==> src/sv/c2dv_ram.sv <==
// Generic single-write, single-read RAM with registered read data.
module c2dv_ram #(
   parameter int WIDTH = 8,
   parameter int DEPTH = 16
) (
   input  logic                                         clock,
   input  logic                                         wr_en,
   input  logic [((DEPTH > 1) ? $clog2(DEPTH) : 1)-1:0] wr_addr,
   input  logic [WIDTH-1:0]                             wr_data,
   input  logic                                         rd_en,
   input  logic [((DEPTH > 1) ? $clog2(DEPTH) : 1)-1:0] rd_addr,
   output logic [WIDTH-1:0]                             rd_data
);

   logic [WIDTH-1:0] mem_ff [DEPTH];

   always_ff @(posedge clock) begin
      if (wr_en) begin
         mem_ff[wr_addr] <= wr_data;
      end
      if (rd_en) begin
         rd_data <= mem_ff[rd_addr];
      end
   end

endmodule

==> config.mk <==
export PLATFORM = sky130hd
export DESIGN_NAME = c2dv_ram
export DESIGN_NICKNAME = d
export VERILOG_FILES = /design/src/sv/c2dv_ram.sv
export SDC_FILE = /design/constraint.sdc
export NUM_CORES = 1
export LEC_CHECK = 0
export BUFFER_PORTS_ARGS = -buffer_cell sky130_fd_sc_hd__buf_2
export CAP_MARGIN = 20
export CORE_MARGIN = 2
export CORE_UTILIZATION = 50
export CTS_CLUSTER_DIAMETER = 60
export DETAILED_ROUTE_END_ITERATION = 8
export GPL_TIMING_DRIVEN = 1
export HOLD_SLACK_MARGIN = 0.05
export MAX_ROUTING_LAYER = met4
export PLACE_DENSITY_LB_ADDON = 0.2
export SLEW_MARGIN = 20
export SYNTH_ARGS = -nofsm -noshare
export SYNTH_HDL_FRONTEND = slang
export SYNTH_SLANG_ARGS = --single-unit
==> constraint.sdc <==
create_clock -name clock -period 3.2 [get_ports clock]
set_clock_uncertainty 0.2 [all_clocks]
set_input_delay 0.32 -clock clock [delete_from_list [all_inputs] [get_ports clock]]
set_output_delay 0.32 -clock clock [all_outputs]
set_load 0.02 [all_outputs]
==> results.toml <==
[yosys]
synth.avg_cell_area_um2 = 22.83
syn_inst = 229
synth_top_cell_by_area = "edfxtp_1"
synth_area_leaders = "edfxtp_1, mux4_2, mux4_1"
synth_compound_area_share_pct = 2.298
synth.top_cell.area_share_pct = 78.12
syn-cell-area_um2 = 5228
yosys_register_bits = 136
synth_top_family_by_area = "multiplexers"
synthAdderAreaFrac_pct = 0
yosys_warnings = 0
post_synth_num_cell_types = 18
synthMuxAreaShare_pct = 14.79
synth_nets = 248
yosysSeqAreaShare_pct = 78.12
yosys.area_share.simple_pct = 3.135
synth_xor_area_share_pct = 0

[placed_design]
io_buffers = 26
gp_congestion = 0.7664
hpwlAfterDp_um = 5880

[route]
first_pass_iters = 4
drt-vias-per-instance = 5.595
wl_per_cell_um = 22.14
drt.antenna.violating_nets = 0
wl_um = 9566
drc = 0
vias = 2417
drtIter0Drc = 149

[timing]
relSlewSlack_pct = 37.81
rsz0062_at_grt = "no"
worst_pin_slew_ns = 0.9294
hold_viol = 0
setup_viol = 0
drv_slew = 0
timing.fmax_mhz = 532.7
setup_tns_ns = 0
min_period_ns = 1.877
period_share_pct = 58.67

[flow_run]
maxCapViolCount = 0

[clock_network]
cts_resized = 0
clockBufferDepth = 2
clock_sinks = 136
clk_pin_slew_ns = 0.06
clk_latency_ns = 0.52
cts_tree = "done"
cts_made_buffers = 17
cts_max_level = 4
root_buffer = "clkbuf_8"
postCtsSetupRepairBufs = 0

[power_and_ir_drop]
p_per_area_nw_per_um2 = 693.8
irDropWorstVdd_mv = 0.4067
totalPowerFinal_uw = 4359
leakagePower_uw = 0.002102

[cells_and_area]
diodes = 0
drive_above_1_share_pct = 29.39
layout_commonest_cell = "edfxtp_1"
finish.net_count = 302
area_delta_synth_final_pct = 20.20
final_cell_mix = "edfxtp_1, buf_2, mux4_2, a22oi_1, clkbuf_16"

[setup_path]
required_ns = 3.27
endpoint_kind = "register"
worstPathCellList = "buf_2, buf_4, mux4_1, a22oi_1, nand2_1"
cp_max_fo = 19
worstSetupPathType = "input pin to register"
cpMaxStageDelayCell = "mux4_1"
worst_ep_arrival_time_ns = 1.95
cp-start-kind = "input pin"
cp_slowest_stage_delay_ns = 0.56

[floorplan]
core_um2 = 10230
io_pins = 27
placementRows = 37
die_w_um = 106.3
die_h_um = 106.3
dieArea_um2 = 11290
start_util_pct = 51.09

[worst_hold_path]
min_path_type = "input pin to register"

[global_routing]
grt_pass1_vias = 2541
grt_first_pass_wirelength_um = 15200
antenna_found_initial = 0
grt_max_degree = 29
grt_remaining_overflow = 0
grt_usage_pct = 19.87

[run_status]
status = "complete, no violations"
Yosys cell counts:
library cell and n:
buf_6 3, buf_2 3, mux4_1 14, buf_4 1, edfxtp_1 136, nand2b_1 2
or3b_2 1, clkdlybuf4s25_2 3, nand3b_1 2, mux4_2 18, nor3_1 4, and2b_1 1
and2_1 1, nor2_1 13, nor2b_1 1, nand2_1 9, nand3_1 1, a22oi_1 16
flip-flops by register name, indices dropped and copies added (netlist names):
register / count
mem_ff: 128
rd_data: 8
worst max-delay path, delay by kind of cell:
family	cells	cell delay, ns
compound gates	1	0.19
simple gates	1	0.07
mux	1	0.56
buf+inv	2	0.80
layer usage:
metal	GRT usage [%]	part of all wire, %	routed length (um)
met5	-	0	0
met2	29.85	50	4756
met1	26.47	46	4359
met4	7.143	1.4	138
met3	5.518	3.3	311
area by class of cell:
| cell class | instances | area [um^2] |
|---|---|---|
| Clock buffer | 17 | 414.1 |
| Clock inverter | 15 | 250.2 |
| Fill cell | 727 | 3948 |
| Multi-Input combinational cell | 83 | 1057 |
| Sequential cell | 136 | 4084 |
| Tap cell | 136 | 170.2 |
| Timing Repair Buffer | 45 | 307.8 |
where the power goes:
group	total [uW]	switching, uW	leakage (uW)	internal [uW]
registers	2020	9.30	0.00124	2010
clock network	2150	724	0.000299	1420
logic	194	113	0.000567	81.9
cell families (layout without fill, tap and decap cells):
kind of cell | Yosys count | count (layout)
DFF | 136 | 136
AOI/OAI and AO/OA | 16 | 16
buffers and inverters | 10 | 77
muxes | 32 | 32
and+or+nand+nor | 35 | 35
timing repair:
| item | 4_1_cts | 5_1_grt |
|---|---|---|
| hold endpoints to repair | 136 | 0 |
| hold buffers | 9 | 0 |
| setup endpoints to repair | 0 | 0 |
stage by stage:
step                worst slack (ns)  area, um^2  util (%)  hold WS [ns]  std cells
CTS                            1.300        6284     61.42        0.1470        432
global route                   1.213        6284     61.42        0.1708        432
detailed placement            0.7498        5529     54.04        0.5127        391
finish                         1.323        6284     61.42        0.1600        432
floorplan                      1.187        5228         -        0.2189        229
global placement              0.7823        5529     54.04        0.5145        391
final timing paths:
check                              startpoint  slack [ns]           end  depth (start not counted)
worst min register to register  mem_ff[10][2]        0.56    rd_data[2]                          3
worst max-delay path               rd_addr[0]        1.32    rd_data[1]                          5
worst min-delay path               wr_addr[0]        0.16  mem_ff[4][7]                          3
worst max register to register   mem_ff[3][6]        1.46    rd_data[6]                          3
Power figures use the tool's default switching activity.
